### config.mk
export PLATFORM = sky130hd
export DESIGN_NAME = swm_cell
export DESIGN_NICKNAME = d
export VERILOG_FILES = /design/src/hdl/sliding_window_maximum_top_assert.svh /design/src/hdl/swm_pkg.sv /design/src/hdl/swm_cell.sv
export SDC_FILE = /design/constraint.sdc
export NUM_CORES = 1
export LEC_CHECK = 0
export BUFFER_PORTS_ARGS = -buffer_cell sky130_fd_sc_hd__buf_2
export CORE_ASPECT_RATIO = 0.7
export CORE_MARGIN = 2
export CORE_UTILIZATION = 49
export CTS_BUF_LIST = sky130_fd_sc_hd__clkbuf_8
export DETAILED_ROUTE_END_ITERATION = 12
export PLACE_DENSITY = 0.93
export SLEW_MARGIN = 10
export SYNTH_ARGS = -nofsm -noshare
export SYNTH_HDL_FRONTEND = slang
export SYNTH_SLANG_ARGS = --single-unit
### constraint.sdc
create_clock -name clk -period 3.6 [get_ports clk]
set_input_delay 0.18 -clock clk [delete_from_list [all_inputs] [get_ports clk]]
set_output_delay 0.18 -clock clk [all_outputs]
set_load 0.02 [all_outputs]
### src/hdl/sliding_window_maximum_top_assert.svh
`ifndef SLIDING_WINDOW_MAXIMUM_TOP_ASSERT_SVH
`define SLIDING_WINDOW_MAXIMUM_TOP_ASSERT_SVH

// condition that must hold at every clock edge out of reset
`define SWM_ASSERT_ALWAYS(label, cond) \
  label: assert property (@(posedge clk) disable iff (rst) (cond)) \
    else $error("sliding window maximum: invariant broken");

// condition that must hold in the same cycle as its trigger
`define SWM_ASSERT_IMPL(label, ante, cons) \
  label: assert property (@(posedge clk) disable iff (rst) (ante) |-> (cons)) \
    else $error("sliding window maximum: implication broken");

// condition that must hold in the cycle after its trigger
`define SWM_ASSERT_NEXT(label, ante, cons) \
  label: assert property (@(posedge clk) disable iff (rst) (ante) |=> (cons)) \
    else $error("sliding window maximum: next-cycle check broken");

`endif

### src/hdl/swm_pkg.sv
package swm_pkg;

  localparam int SAMPLE_W = 32;
  localparam int CFG_W    = 7;
  localparam logic [CFG_W-1:0] WS_RESET = 7'd3;

  // one queue slot or one select-tree node
  typedef struct packed {
    logic                       found;
    logic signed [SAMPLE_W-1:0] value;
  } node_t;

  // control shared by every cell of the chain
  typedef struct packed {
    logic shift;
    logic restart;
  } cell_ctl_t;

  // item bookkeeping travelling beside the select tree
  typedef struct packed {
    logic valid;
    logic emit;
    logic last;
  } tag_t;

  // one result waiting in the output queue
  typedef struct packed {
    logic [SAMPLE_W-1:0] window_max;
    logic                final_window;
  } result_t;

endpackage

### src/hdl/swm_cell.sv
module swm_cell (
  input  logic                               clk,
  input  logic                               rst,
  input  swm_pkg::cell_ctl_t                 ctl,
  input  logic                               head,
  input  logic                               keep,
  input  logic signed [swm_pkg::SAMPLE_W-1:0] sample,
  input  swm_pkg::node_t                     prev,
  output swm_pkg::node_t                     cur
);

  logic                               alive;
  logic signed [swm_pkg::SAMPLE_W-1:0] value;

  // survives if in the window, no restart and above the new sample
  always_ff @(posedge clk) begin
    if (rst) begin
      alive <= 1'b0;
    end else if (ctl.shift) begin
      alive <= prev.found && keep &&
               (head || (!ctl.restart && ($signed(prev.value) > sample)));
    end
  end

  // value moves one place older on every item
  always_ff @(posedge clk) begin
    if (ctl.shift) begin
      value <= prev.value;
    end
  end

  assign cur = '{found: alive, value: value};

endmodule

==> impl_results.md <==
- Switch share: 24.4%
- RSZ-0062 raised after global routing: no
- Setup CP Type: in -> reg
- CP arrival: 1.69 ns
- Status: finished, final reports clean
- Count leader, synth: inv_1
- Sequential power share: 42.8%
- Sequential share of the synthesized area: 51.9%
- Critical path, cell by cell: buf_2 > inv_1 > ha_1 > nand4_2 > nor4_2 > a21bo_1 > a31o_1 > a31oi_1
- Number of I/O pins: 104
- Ant. Diodes: 0
- Total power: 1.08 mW
- Die area: 0.00438 sq mm
- DRT Wirelength: 4.03 mm
- Max Slew Vio Count: 0
- Power density over the cells: 415 mW/mm^2
- Fin crit share: 41.0%
- # hold bufs at CTS: 0
- Post-CTS sizing: 0
- Port Buffers: 103
- Asr flop ratio synth: 0%
- Final instance area: 0.00259 sq mm
- Root Driver: clkbuf_8
- Syn Nets: 260
- Initial antenna violation count: 0
- Synth Warn #: 0
- All-layer global routing usage: 19.5%
- Row count: 18
- Netlist cell types: 30
- F_max: 678 MHz
- Post-DP HPWL: 3.35 mm
- Drt drc: 0
- Leak: 1.33 nW
- WP data required: 3.81 ns
- Maximum vdd drop: 0.000337 V
- Die Span Y: 56.0 um
- Synth Instances: 157
- Share of cells above drive strength 1: 44.2%
- Cell taking the most area after synthesis: edfxtp_1
- Pin count of the biggest net entering global routing: 36
- Top cells by area, synth: edfxtp_1, ha_1, inv_1
- Comb power frac: 19.1%
- First-pass iteration count of the detailed router: 4
- Placer Congestion: 0.798
- Max_slew headroom: 49.1%
- Nets: 369
- Post-synth EDFFs: 32
- Post-Route Utilization: 72.0%
- Num CTS Buffers: 5
- Main flop type after synthesis: edfxtp_1
- Core Area: 0.00360 sq mm
- Worst-path fanout max: 4
- Drt first-iter violations: 66
- Slowest stage delay, CP: 0.35 ns
- Floorplan die width: 78.2 um
- Clk network pwr share: 38.1%
- Endpoint type of the worst setup path: register
- Flip-flop and latch count after synthesis: 33
- Vias: 1521
- Layout area overhead: 37.3%
- Setup violators final: 0
- CTS clk-pin slew, worst paths: 0.07 ns
- Post-Route Skew: 0 ns
- Synth cell count leaders: inv_1, edfxtp_1, ha_1, a21oi_1
- Latest clock arrival within the worst-skew pair: 0.28 ns
- Slew @ Worst Pin: 0.764 ns
- Wire per inst: 12.7 um
- Vias in the first global route: 1538
- Hold Vio Cnt, Final: 0
- Share of the synthesized area in the top cell type: 50.9%
- Global-route wire length before repair: 6.56 mm
- Setup TNS Final: 0 ns
- Global route overflow: 0
- Vias per cell: 4.80
- Hold crit path type: in -> reg
- CTS tree: built
- Critical-path top delay cell: nor4_2
- Post-route minimum period: 1.48 ns
- Psw: 262 uW
- Mean area per synthesized cell: 12.0 sq um
- CTS Sinks: 33
- CTS max path bufs: 2
- Antenna-violating nets left: 0
- Max-cap violations: 0
- Internal cell power: 814 uW
- # H-tree levels: 2
- Placed Area: 0.00246 sq mm
- Post CTS Setup Buffer Count: 0
- Synth Cell Area: 0.00189 sq mm
- Initial Utilization: 52.4%
- Setup crit start kind: input pin
per-layer routing:
| layer | vias to the layer above | track usage [%] | wire length [um] |
|---|---|---|---|
| li1 | 784 | - | - |
| met1 | 659 | 24.1 | 1800 |
| met2 | 70 | 32.0 | 1800 |
| met3 | 8 | 6.82 | 368 |
| met4 | 0 | 6.27 | 62 |
| met5 | - | 0 | 0 |
cells by family (layout without fill, tap and decap cells):
logic type	Yosys count	count (layout)	synth area share, %
compound gates	28	28	9.54
simple gates	28	28	10.0
fa+ha+maj	32	32	21.2
buf+inv	36	146	7.35
flops	33	33	51.9
through the flow:
stage          hold WS [ns]  setup slack (ns)  instances
2_1_floorplan         0.279              2.07        157
3_3_place_gp          0.374              1.86        309
3_5_place_dp          0.373              1.83        309
4_1_cts              0.0788              2.11        317
5_1_grt              0.0761              1.96        317
6_report             0.0886              2.12        317
path summary, 6_finish.rpt:
check	startpoint	to	slack, ns	depth (start not counted)
setup / recovery	sample[14]	alive	2.12	8
setup reg to reg	alive	alive	2.71	4
hold reg to reg	alive	alive	0.64	4
hold / removal	prev[9]	value[9]	0.09	1
registers in the layout, indices dropped and copies added, names as in the netlist:
signal and cells:
value 32, alive 1
placed cells by master (no fill, tap or decap):
cell type / instances
buf_2: 103
inv_1: 35
ha_1: 32
edfxtp_1: 32
a21oi_1: 13
nand3_1: 6
nand2_1: 6
nand4_1: 5
clkbuf_8: 5
o211ai_1: 2
o21ai_0: 2
nor4_2: 2
a211oi_1: 2
nor2_1: 2
bufinv_16: 2
a21o_1: 1
o21a_1: 1
nor2b_1: 1
nand4_2: 1
nand4_4: 1
a21bo_1: 1
o21bai_1: 1
a2111oi_1: 1
nand2_4: 1
nor2_2: 1
a31o_1: 1
nand2b_1: 1
a2111oi_0: 1
and4_1: 1
a21oi_2: 1
a31oi_1: 1
dfxtp_1: 1
clkinv_2: 1
layout make-up:
cell class / instances / area (sq um)
clock buffers: 5 / 68.8
clock inverters: 3 / 65.1
fillers: 284 / 1010
inverters: 35 / 131
multi-input cells: 88 / 769
flip-flops and latches: 33 / 981
well taps: 50 / 62.6
repair buffers: 103 / 515
power by group through the flow:
| stage | Clock [mW] | Combinational, mW | Sequential [mW] |
|---|---|---|---|
| 5_1_grt | 0.438 | 0.230 | 0.463 |
| 4_1_cts | 0.418 | 0.207 | 0.461 |
| 3_5_place_dp | 0 | 0.206 | 0.470 |
| 2_1_floorplan | 0 | 0.0729 | 0.509 |
| 6_report | 0.410 | 0.205 | 0.461 |
| 3_3_place_gp | 0 | 0.200 | 0.468 |
worst max-delay path, delay by kind of cell:
| kind | cells | cell delay, ns |
|---|---|---|
| adder cells (fa/ha/maj) | 1 | 0.33 |
| AND/OR/NAND/NOR | 2 | 0.52 |
| buffers and inverters | 2 | 0.10 |
| AO/OA/AOI/OAI | 3 | 0.55 |
Power figures use the tool's default switching activity.
