**src/hdl/sliding_window_maximum_top_assert.svh**
```systemverilog
`ifndef SLIDING_WINDOW_MAXIMUM_TOP_ASSERT_SVH
`define SLIDING_WINDOW_MAXIMUM_TOP_ASSERT_SVH

// condition that must hold at every clock edge out of reset
`define SWM_ASSERT_ALWAYS(label, cond) \
  label: assert property (@(posedge clk) disable iff (rst) (cond)) \
    else $error("sliding window maximum: invariant broken");

// condition that must hold in the same cycle as its trigger
`define SWM_ASSERT_IMPL(label, ante, cons) \
  label: assert property (@(posedge clk) disable iff (rst) (ante) |-> (cons)) \
    else $error("sliding window maximum: implication broken");

// condition that must hold in the cycle after its trigger
`define SWM_ASSERT_NEXT(label, ante, cons) \
  label: assert property (@(posedge clk) disable iff (rst) (ante) |=> (cons)) \
    else $error("sliding window maximum: next-cycle check broken");

`endif

```
**src/hdl/swm_pkg.sv**
```systemverilog
package swm_pkg;

  localparam int SAMPLE_W = 32;
  localparam int CFG_W    = 7;
  localparam logic [CFG_W-1:0] WS_RESET = 7'd3;

  // one queue slot or one select-tree node
  typedef struct packed {
    logic                       found;
    logic signed [SAMPLE_W-1:0] value;
  } node_t;

  // control shared by every cell of the chain
  typedef struct packed {
    logic shift;
    logic restart;
  } cell_ctl_t;

  // item bookkeeping travelling beside the select tree
  typedef struct packed {
    logic valid;
    logic emit;
    logic last;
  } tag_t;

  // one result waiting in the output queue
  typedef struct packed {
    logic [SAMPLE_W-1:0] window_max;
    logic                final_window;
  } result_t;

endpackage

```
**src/hdl/swm_node.sv**
```systemverilog
module swm_node (
  input  logic           clk,
  input  swm_pkg::node_t younger,
  input  swm_pkg::node_t older,
  output swm_pkg::node_t sel
);

  // keep the oldest live entry of the pair
  always_ff @(posedge clk) begin
    sel <= older.found ? older : younger;
  end

endmodule

```
**config.mk**
```make
export PLATFORM = sky130hd
export DESIGN_NAME = swm_node
export DESIGN_NICKNAME = d
export VERILOG_FILES = /design/src/hdl/sliding_window_maximum_top_assert.svh /design/src/hdl/swm_pkg.sv /design/src/hdl/swm_node.sv
export SDC_FILE = /design/constraint.sdc
export NUM_CORES = 1
export LEC_CHECK = 0
export BUFFER_PORTS_ARGS = -buffer_cell sky130_fd_sc_hd__buf_2
export CAP_MARGIN = 5
export CORE_MARGIN = 10
export CORE_UTILIZATION = 38
export DETAILED_ROUTE_END_ITERATION = 7
export PLACE_DENSITY = 0.82
export REMOVE_ABC_BUFFERS = 1
export SLEW_MARGIN = 20
export SYNTH_ARGS = -nofsm -noshare
export SYNTH_HDL_FRONTEND = slang
export SYNTH_SLANG_ARGS = --single-unit
```
**constraint.sdc**
```tcl
create_clock -name clk -period 0.9 [get_ports clk]
set_clock_uncertainty 0.15 [all_clocks]
set_input_delay 0 -clock clk [delete_from_list [all_inputs] [get_ports clk]]
set_output_delay 0 -clock clk [all_outputs]
set_load 0.03 [all_outputs]
```
==> results of run 1 <==
## power by group
part	switching, mW	internal (mW)
sequential	0.0688	1.60
clock	0.546	0.660
combinational	0.489	0.679
total	1.10	2.94
## cell usage in the layout (no fill, tap or decap)
cell / synthesis / layout
buf_2: 0 / 66
dlygate4sd3_1: 0 / 65
buf_6: 1 / 33
dfxtp_2: 0 / 33
mux2_4: 29 / 29
clkbuf_4: 0 / 5
mux2_2: 3 / 3
buf_12: 3 / 2
diode_2: 0 / 1
or2_1: 1 / 1
clkinvlp_4: 0 / 1
bufinv_16: 0 / 1
clkbuf_8: 0 / 1
buf_4: 0 / 1
## how the worst max path moves through the flow
stage	endpoint	slack (ps)	depth (start not counted)
after floorplan	sel[0]	290	0
after global placement	sel[15]	-30	3
after detailed placement	sel[8]	-40	3
after CTS	sel[9]	-70	1
after global routing	sel[10]	-100	1
final	sel[9]	-80	1
## synthesized netlist by cell type, drive strengths merged
cell type,number
or2,1
dfxtp,33
mux2,32
buf,4
## final cells by class
| type | count | area [sq um] | share of cell area, % |
|---|---|---|---|
| timing repair buffer | 167 | 1400 | 51.4 |
| sequential | 33 | 702 | 25.8 |
| multi-input combinational | 33 | 475 | 17.5 |
| tap | 44 | 55.1 | 2.02 |
| clock buffer | 6 | 51.3 | 1.88 |
| clock inverter | 2 | 37.5 | 1.38 |
| antenna | 1 | 2.50 | 0.0919 |
## logic make-up after synthesis
family                 share of synthesized area, %
multiplexers                                   38.9
AND/OR/NAND/NOR                               0.518
buffers and inverters                          5.91
flip-flops                                     54.7
## what timing repair did
action / 4_1_cts / 5_1_grt
setup endpoints to repair: 33 / 33
setup buffers: 0 / 0
endpoints found under the hold margin: 33 / 2
gates resized for setup: 99 / 0
## routing by layer
metal | track usage, % | wire length (microns) | share of wire (%)
met2 | 33.5 | 2850 | 46
met4 | 8.55 | 113 | 1.8
met5 | 0 | 0 | 0
met1 | 24.9 | 2700 | 44
met3 | 8.02 | 468 | 7.6
## through the flow
step / std cells / setup slack, ps
floorplan: 66 / 291
global placement: 212 / -26.8
detailed placement: 212 / -38.4
CTS: 285 / -66.8
global route: 286 / -102
finish: 286 / -75.6
==> flow_results.org, run 1 <==
** Outcome
- The run finished, with violations left.
- Failing checks :: hold timing, setup timing

** Timing
- Max transition margin :: 90.2%
- Worst hold slack after final layout :: -5.07 ps
- After routing, the total negative slack on setup checks comes to -2020 ps.
- Counting I/O delays and the setup requirement, the final critical path takes 976 ps.
- Min setup slack post-route :: -75.6 ps
- Final hold violations :: 2
- Slew at the pin closest to its max-slew limit :: 147 ps
- Slew Viols, Final :: 0
- The worst path uses 108% of the clock period.
- Setup repair after global routing missed its margin :: yes
- Setup violations remaining at the end of the flow were counted as 33.
- Max frequency :: 1020 MHz

** Final layout
- The register with the most flip-flops in the final layout is sel.
- The final layout contains 307 nets.
- After routing the design area is 2720 sq um.
- Utilization after layout :: 89.2%
- Growth of design area from synthesis to finish :: 126%
- Of the cells placed in the final design, the portion with a size suffix greater than 1 is 72.6%.
- Number of flip-flops in the largest register :: 33
- The filler cells instantiated in the layout total 129.
- The largest registers in the layout are sel: 33 flops.

** Placed design
- Cell Area, Placed :: 1730 sq um
- Routability-driven placement finished with a final weighted congestion of 0.749.
- Port buffering added 99 buffers.
- Hpwl dp :: 3100 microns

** Synthesis
- Distinct cell type count after synthesis :: 6
- Cells after synthesis :: 70
- YS warnings :: 0
- The synthesized design contains 33 register bits.
- Of the synthesized area, sequential elements account for 54.7%.
- Avg Synthesized Cell Area :: roughly 17 sq um
- In this run the cell area of the synthesized design comes to 1210 sq um.
- Leading area contributor after synthesis :: dfxtp_1
- After synthesis, the largest area contributor takes up 54.7% of total cell area.
- Ranking of synthesized cells by area :: dfxtp_1 55%, mux2_4 36%, buf_12 5.0%

** Setup path
- Walking the worst path, the cells encountered are buf_6.
- Startpoint of the most critical setup path :: sel[9]
- Along the worst path, the maximum fanout reaches 1.
- Largest stage delay, worst path :: 360 ps
- STA classifies the critical path endpoint as an output port.
- Data required time of the worst path :: 750 ps
- Worst Path Arrival :: 830 ps
- Together, buffers and inverters on the worst path number 1.
- Family with the most delay on the worst path :: flip-flops
- STA classifies the critical path startpoint as a flop.
- Crit path kind :: flop to output port
- Critical Path Slowest Stage Cell :: dfxtp_2

** Floorplan
- Total die area :: slightly below 6000 sq um
- The region available for standard cell placement spans just over 3000 sq um.
- After floorplanning, the core was divided into 20 placement rows.
- Initial Util :: 39.5%
- Number of I/O pins :: 100
- Horizontal die dimension :: 76.4 microns
- The die is 76.4 microns tall.

** Routing
- In the routed layout, each cell is associated on average with a via count of roughly 4.4.
- Total number of vias :: 1,251
- The routed design has 6130 microns of wire.
- In this run the remaining antenna-violating nets after routing total 0.
- Before antenna repair, the detailed router went through 4 iterations.
- After detailed routing, the average wire length per cell comes to approximately 21 microns.
- In the routed design, unresolved DRC markers number 0.
- First-iteration detailed-routing DRC count :: slightly below 70

** Global routing
- The initial antenna violation count is 1.
- Wire length of the first global-routing pass :: 9450 microns
- Overall Global Routing Usage :: 21.1%
- Entering global routing, the biggest net connects 20 pins.
- Via count of the first global-routing pass :: 1,455
- After global routing the overflow that remains totals 0.

** CTS
- The H-tree generated during clock tree synthesis spans 2 levels.
- In this run the deepest clock path goes through 2 buffers.
- Number of CTS-inserted buffers :: 5
- Hold-fix buffers at CTS :: 65
- TritonCTS built the clock tree.
- Clk pin slew, worst setup/hold paths :: 110 ps
- The tree is rooted in a clkbuf_4.
- The tree built by TritonCTS fans out to 33 sinks.

** Hold path
- Along the worst hold path, the cell count comes to 3.
- The startpoint identified for the worst hold timing path is older[32].
- The worst hold path belongs to the class input port to flop.
- End point of the worst hold path :: sel[13]

** Pwr
- Across the VDD grid, the largest voltage drop is approximately 1.4 mV.
- Total power for the finished layout comes to roughly 4.0 mW.
- In this run the power density over the cells is between 1000 and 1500 nW/um^2.
- Leakage power total :: 1.33 nW

** Job
- The tool flagged a number of max-cap violations equal to 0.
Note: power is estimated with default switching activity, not from simulation.
==> run 2: changes to the inputs <==
Settings changed: BUFFER_PORTS_ARGS -buffer_cell sky130_fd_sc_hd__buf_2 to -buffer_cell sky130_fd_sc_hd__clkbuf_2, CORE_ASPECT_RATIO from default to 1.25.
==> flow_results.org, run 2 (synthesis results as in run 1) <==
** Outcome
- The run finished, with violations left.
- Failing checks :: hold timing, setup timing

** Routing
- Total number of vias :: between 1,500 and 2,000
- Summed over all layers, the routed wires come to 8640 microns.
- Length of the first detailed-routing pass in iterations :: 5
- Met3 wire length :: 724 microns
- In this run the remaining antenna-violating nets after routing total 0.
- Remaining design rule violation count :: 0
- In this run the top signal layer used is met4.
- For this block, wires on met1 add up to 2610 microns.
- Per-cell routed wire length :: approximately 30 microns
- In the detailed route, the total length drawn on met2 is 4600 microns.
- First-iteration detailed-routing DRC count :: between 90 and 100
- Vias per inst :: about 5.3

** Floorplan
- In this run the horizontal extent of the chip is 70.4 microns.
- For this configuration, the core starts out at a cell density of 40.2%.
- Cell row count :: 22
- Total die area :: roughly 5800 sq um
- Number of I/O pins :: 100
- Vertical die dimension :: 83.0 microns
- Core Footprint :: around 3000 sq um

** Final layout
- Leading cell type in the layout, fill and taps excluded :: clkbuf_2
- Leaving out fill and tap cells, the most frequent cells in the layout are 66 x clkbuf_2, 65 x dlygate4sd3_1, 33 x buf_8, 33 x dfxtp_2, 29 x mux2_4.
- The area growth from synthesis to layout is 136%.
- Largest registers :: sel: 33 flops
- Across the whole layout, storage elements account for 702 sq um.
- The register with the most flip-flops in the layout has 33 of them.
- After filler insertion, the fill cell instance count of the layout stands at 77.
- Area of combinational cells with multiple inputs :: 475 sq um
- The finished cells cover 2850 sq um.
- Net count reported at finish :: 306
- Cells with a size suffix above 1 make up 72.5% of the layout.
- Ranked by flip-flop count, first place goes to sel.
- For this run, the number of standard cells in the final layout without fillers is 285.

** Pwr
- Leakage power total :: 1.38 nW
- Power density relative to cell area :: roughly 1500 nW/um^2
- The worst-case IR drop observed on VDD is 1.34 mV.

** Setup path
- For the worst setup path, the data required time is between 700 and 800 ps.
- On the critical path, the stage with the largest delay is an instance of dfxtp_2.
- Worst Path Arrival :: 880 ps
- On the worst path, the slowest cell contributes a delay of approximately 380 ps.
- The worst setup path is captured at an output port.
- Family with the most delay on the worst path :: flip-flops
- By startpoint and endpoint, the worst setup path is classified as flop to output port.
- Startpoint of the most critical setup path :: sel[0]
- Of all nets on the critical path, the largest fanout is 1.
- Following the worst setup path forward leads to its endpoint at sel[0].
- Launching element type of the critical path :: flop
- The signal on the critical path passes through buf_8.
- CP Buf/Inv Count :: 1
- In this run the number of cells on the critical path is 1.

** Timing
- Time the worst path needs with I/O delays and setup :: 1030 ps
- Setup repair after global routing could not meet its margin everywhere.
- Across all hold checks on the routed design, the worst slack comes to -10.3 ps.
- Once routing completed, OpenROAD measured the worst setup slack at -127 ps.
- Final hold violations :: 1
- Max transition margin :: 88.6%
- Setup total negative slack on the finished layout was measured at -3220 ps.
- Number of setup violations in the final report :: 34
- Slew at the pin closest to its max-slew limit :: 171 ps
- Slew Viols, Final :: 0
- Tcrit/Tclk final :: 114%
- For this run, the top clock speed supported by timing is 974 MHz.

** Hold path
- Class of the tightest hold or removal check :: input port to flop

** Global routing
- Global-route congestion overflow total :: 0
- Global routing consumed, over all layers together, 21.7% of the routing resources.
- The via count of the first global-routing pass came to 1,594.
- The first global-routing pass estimated 9460 microns of wire.
- The initial antenna violation count is 6.
- Entering global routing, the biggest net connects 22 pins.

** CTS
- For this design, the sink count on the clock tree is 33.
- Buffer levels on the longest clock path :: 2
- The H-tree was split into 2 levels.
- The tree is rooted in a clkbuf_4.
- Clk pin slew, worst setup/hold paths :: 150 ps
- Count of buffers added by post-CTS timing repair for setup :: 0
- Counting the buffers created by CTS gives 5.
- After clock tree synthesis, the flow added hold-fix buffers numbering 65.
- CTS tree :: done

** Placed design
- The HPWL after detailed placement is 3080 microns.
- Once placement finished, the instance area stood at about 1700 sq um.
- Weighted congestion at the end of routability-driven global placement :: 0.722
- Input and output buffers added on the ports amount to 99.
- Placed Cells :: 203

** Job
- Number of max-cap violations :: 0
## run 2: cell count changes in the layout (fill, tap and decap cells not counted)
cell,change
buf_6,-33
diode_2,+8
buf_2,-66
clkbuf_2,+66
buf_4,-1
buf_8,+33
## run 2: metal layers
| layer | GRT usage, % | up-vias |
|---|---|---|
| li1 | - | 587 |
| met2 | 42.9 | 154 |
| met1 | 15.8 | 714 |
| met4 | 14.9 | 0 |
| met3 | 8.21 | 57 |
| met5 | 0 | - |
## run 2: area by class of cell
type | instances | area share [%]
multi-input combinational | 33 | 16.7
clock buffer | 6 | 1.80
clock inverter | 2 | 1.32
tap | 36 | 1.58
timing repair buffer | 166 | 53.2
antenna | 9 | 0.790
sequential | 33 | 24.6
## run 2: stage by stage
stage               power (mW)  setup WS (ps)  util, %
finish                    4.33           -127     95.0
global route              4.40           -155     94.9
CTS                       4.01          -99.6     92.8
detailed placement        2.40          -44.6     57.2
global placement          2.37          -20.3     57.2
floorplan                 2.06            291        -
## run 2: worst min path at each step
| stage | start | to | cells after the start |
|---|---|---|---|
| global route | older[32] | sel[30] | 3 |
| floorplan | younger[32] | sel[32] | 1 |
| finish | older[32] | sel[30] | 3 |
| global placement | younger[32] | sel[32] | 2 |
| CTS | older[32] | sel[7] | 3 |
| detailed placement | younger[32] | sel[32] | 2 |
## run 2: timing repair
action	4_1_cts	5_1_grt
gates resized for setup	98	34
pin swaps	0	0
endpoints found under the hold margin	33	3
endpoints found under the setup margin	33	33
## run 2: tightest hold or removal path: stages
cell	delay, ps
clkbuf_2	160
buf_12	170
mux2_2	160
## run 2: power breakdown
part / internal (mW) / leakage, nW / switching (mW)
Sequential: 1.60 / 0.278 / 0.101
Clock: 0.661 / 0.0445 / 0.636
Combinational: 0.762 / 1.06 / 0.565
==> run 3: changes to the inputs <==
Settings changed: ABC_AREA from default to 1, CORE_UTILIZATION 38 to 36, PLACE_DENSITY 0.82 to 0.81.
==> flow_results.org, run 3 <==
** Global routing
- Summed over all layers, the global routing overflow is 0.
- Maximum number of pins on one net before global-route repair :: 33
- The initial antenna violation count was 0.
- Via count of the first global-routing pass :: 1,799
- Global routing consumed, over all layers together, 20.0% of the routing resources.
- Wire length of the first global-routing pass :: 9020 microns

** Setup path
- Data required time of the worst path :: 970 ps
- Worst Path Arrival :: 1070 ps
- The worst setup path is captured at a flop.
- STA classifies the critical path startpoint as an input port.
- The critical path is of the input port to flop type.
- Worst-path maximum fanout :: 4

** Synthesis
- Avg Synthesized Cell Area :: 7.98 sq um
- Synth Cell Area :: roughly 1100 sq um
- Fraction of synthesized cell area taken by the top area cell type :: 60.0%
- In this run, synthesis produced a sequential element count of 33.
- Among all cell types in the netlist, the one instantiated most often is nand2_1.
- Post-synthesis sequential area ratio :: 60.0%
- Leading area contributor after synthesis :: dfxtp_1
- YS warnings :: 0
- Most used standard cells in the synthesized netlist :: 96 x nand2_1, 33 x dfxtp_1, 4 x buf_6, 3 x buf_4
- Number of flops mapped to enable cells by yosys :: 0
- The number of different library cells used by synthesis comes to 6.
- Async SR Flop Fraction :: 0%
- Among all flip-flop cells after synthesis, the most frequent one is dfxtp_1.
- The cell count after synthesis came out at 138.
- By area the synthesized netlist is led by dfxtp_1 60%, nand2_1 33%, buf_6 4.1%.

** Timing
- Worst hold slack after final layout :: about 1.3 ps
- Across all setup checks in the final design, the least slack found is -99.1 ps.
- Max frequency :: between 1000 and 1500 MHz
- Final hold violations :: 0
- For the pin with the worst max-slew slack, the measured transition is 322 ps.
- Number of setup violations in the final report :: 34
- Setup repair after global routing could not meet its margin everywhere.
- Slew Viols, Final :: 0
- Tcrit/Tclk final :: 111%
- The worst pin sits at a relative slew slack of between 70% and 80%.
- Time the worst path needs with I/O delays and setup :: between 900 and 1000 ps
- Summed negative setup slack over all endpoints :: -1510 ps

** Pwr
- Across the VDD grid, the largest voltage drop is between 1 and 1.5 mV.
- The clock network accounts for 21.7% of the total power.
- In this run the power spent charging and discharging nets is 1.09 mW.
- Internal portion of total power :: 2.55 mW
- Final Total Pwr :: ~3.6 mW
- Switching share of total power :: ~30%
- In this run the power density over the cells is around 1400 nW/um^2.
- Combinational logic is responsible for 32.1% of the overall power.
- Of the total power, registers draw 46.2%.
- In this run the static leakage power is 1.40 nW.

** Floorplan
- Total die area :: 5680 sq um
- Horizontal die dimension :: between 60 and 70 microns
- The initialized floorplan defines 22 standard-cell rows.
- The die is 81.8 microns tall.
- The core region is between 2000 and 3000 sq um.
- Number of I/O pins :: 100
- The initial utilization of the core area, before any placement, comes to between 30% and 40%.

** Placed design
- Port Buffer Count :: 99
- The wire-length estimate of the detail-placed layout is 3020 microns.
- Weighted congestion at the end of routability-driven global placement :: 0.842
- Once placement completed, the tool counted placed cells totaling about 270.

** CTS
- The tree is rooted in a clkbuf_4.
- CTS tree :: done
- The H-tree generated during clock tree synthesis spans 2 levels.
- After clock tree synthesis, the clock-pin slew on the worst setup and hold paths is 100 ps.
- Counting every sink on the clock net gives 33.
- Buffer levels on the longest clock path :: 2
- After clock tree synthesis, the setup repair step added 0 buffers.
- Number of CTS-inserted buffers :: 5

** Final layout
- The largest registers in the layout are sel: 33 flops.
- Final non-filler cell total :: 342
- Area of combinational cells with multiple inputs :: 367 sq um
- The register with the most flip-flops in the layout has 33 of them.
- Register with the most flip-flops :: sel
- The area growth from synthesis to layout is 142%.
- Sequential cell area :: about 700 sq um
- Cells with a size suffix above 1 make up about 46% of the layout.
- The repair_antennas step left the layout with diodes totalling 0.
- Number of fillers in the final layout :: between 100 and 150
- Leading cell type in the layout, fill and taps excluded :: nand2_1
- The final layout contains 372 nets.
- In the layout the commonest cells are 96 x nand2_1, 66 x dlygate4sd3_1, 66 x clkbuf_2.

** Routing
- Length of the first detailed-routing pass in iterations :: 4
- Once detail routing completed, the nets flagged for antenna violations numbered 0.
- Total length of routed wires :: 6380 microns
- The detailed router finished its first iteration with 104 violations.
- For this run, design rule violations remaining after detail routing come to 0.
- Total number of vias :: 1,623
- After detailed routing, the average wire length per cell comes to 18.7 microns.
- Dividing the detail-routed via count by the number of cells gives 4.75.

** Job
- Number of max-cap violations :: 0

** Hold path
- The min-delay analysis places its worst path in the category input port to flop.

** Outcome
- The flow ran to the end, but the final reports show violations.
- The checks that failed: setup timing.
## run 3: cell count changes after synthesis
cell and change:
buf_12 -3, buf_4 +3, buf_6 +3, inv_4 +1
mux2_2 -3, mux2_4 -29, nand2_1 +96, or2_1 -1
or2_2 +1
## run 3: layout make-up
class | instances | area share (%)
well taps | 36 | 1.69
clock buffers | 8 | 1.83
inverters | 1 | 0.234
multi-input cells | 97 | 13.7
flip-flops and latches | 33 | 26.3
repair buffers | 167 | 56.2
## run 3: routing by layer
| metal | GRT usage (%) | vias to the layer above | wire length, microns |
|---|---|---|---|
| met3 | 7.72 | 18 | 567 |
| met4 | 10.9 | 0 | 225 |
| met5 | 0 | - | 0 |
| li1 | - | 740 | - |
| met2 | 38.5 | 102 | 3520 |
| met1 | 17.9 | 763 | 2070 |
## run 3: power groups by stage
stage,Sequential (mW),Clock (mW),Combinational [mW]
after floorplan,1.88,0,0.111
after global placement,1.63,0,0.655
after detailed placement,1.64,0,0.667
after CTS,1.65,0.775,1.06
after global routing,1.69,0.855,1.23
final,1.69,0.791,1.17
## run 3: path summary, 6_finish.rpt
path              startpoint       to  slack (ps)  cells after the start
setup / recovery   older[32]  sel[32]        -100                      3
hold / removal     older[32]  sel[17]           1                      4
## run 3: kinds of logic (layout without fill, tap and decap cells)
family,Yosys count,in the layout,synth area share (%)
simple gates,97,97,33.3
buf+inv,8,176,6.70
flops,33,33,60.0
## run 3: repair_timing
item	4_1_cts	5_1_grt
hold buffers	65	1
endpoints found under the hold margin	33	3
cloned	0	0
resized for setup	95	37
endpoints found under the setup margin	33	33
## run 3: metrics by stage
step | utilization (%) | cell area, sq um | setup slack (ps)
after global placement | 54.0 | 1590 | 136
after CTS | 88.7 | 2610 | -72.2
final | 90.7 | 2670 | -99.1
after floorplan | - | 1030 | 291
after detailed placement | 54.0 | 1590 | 104
after global routing | 90.7 | 2670 | -111
## run 3: worst max-delay path, stage by stage
cell	delay, ps
clkbuf_2	140
dlygate4sd3_1	630
or2_2	300
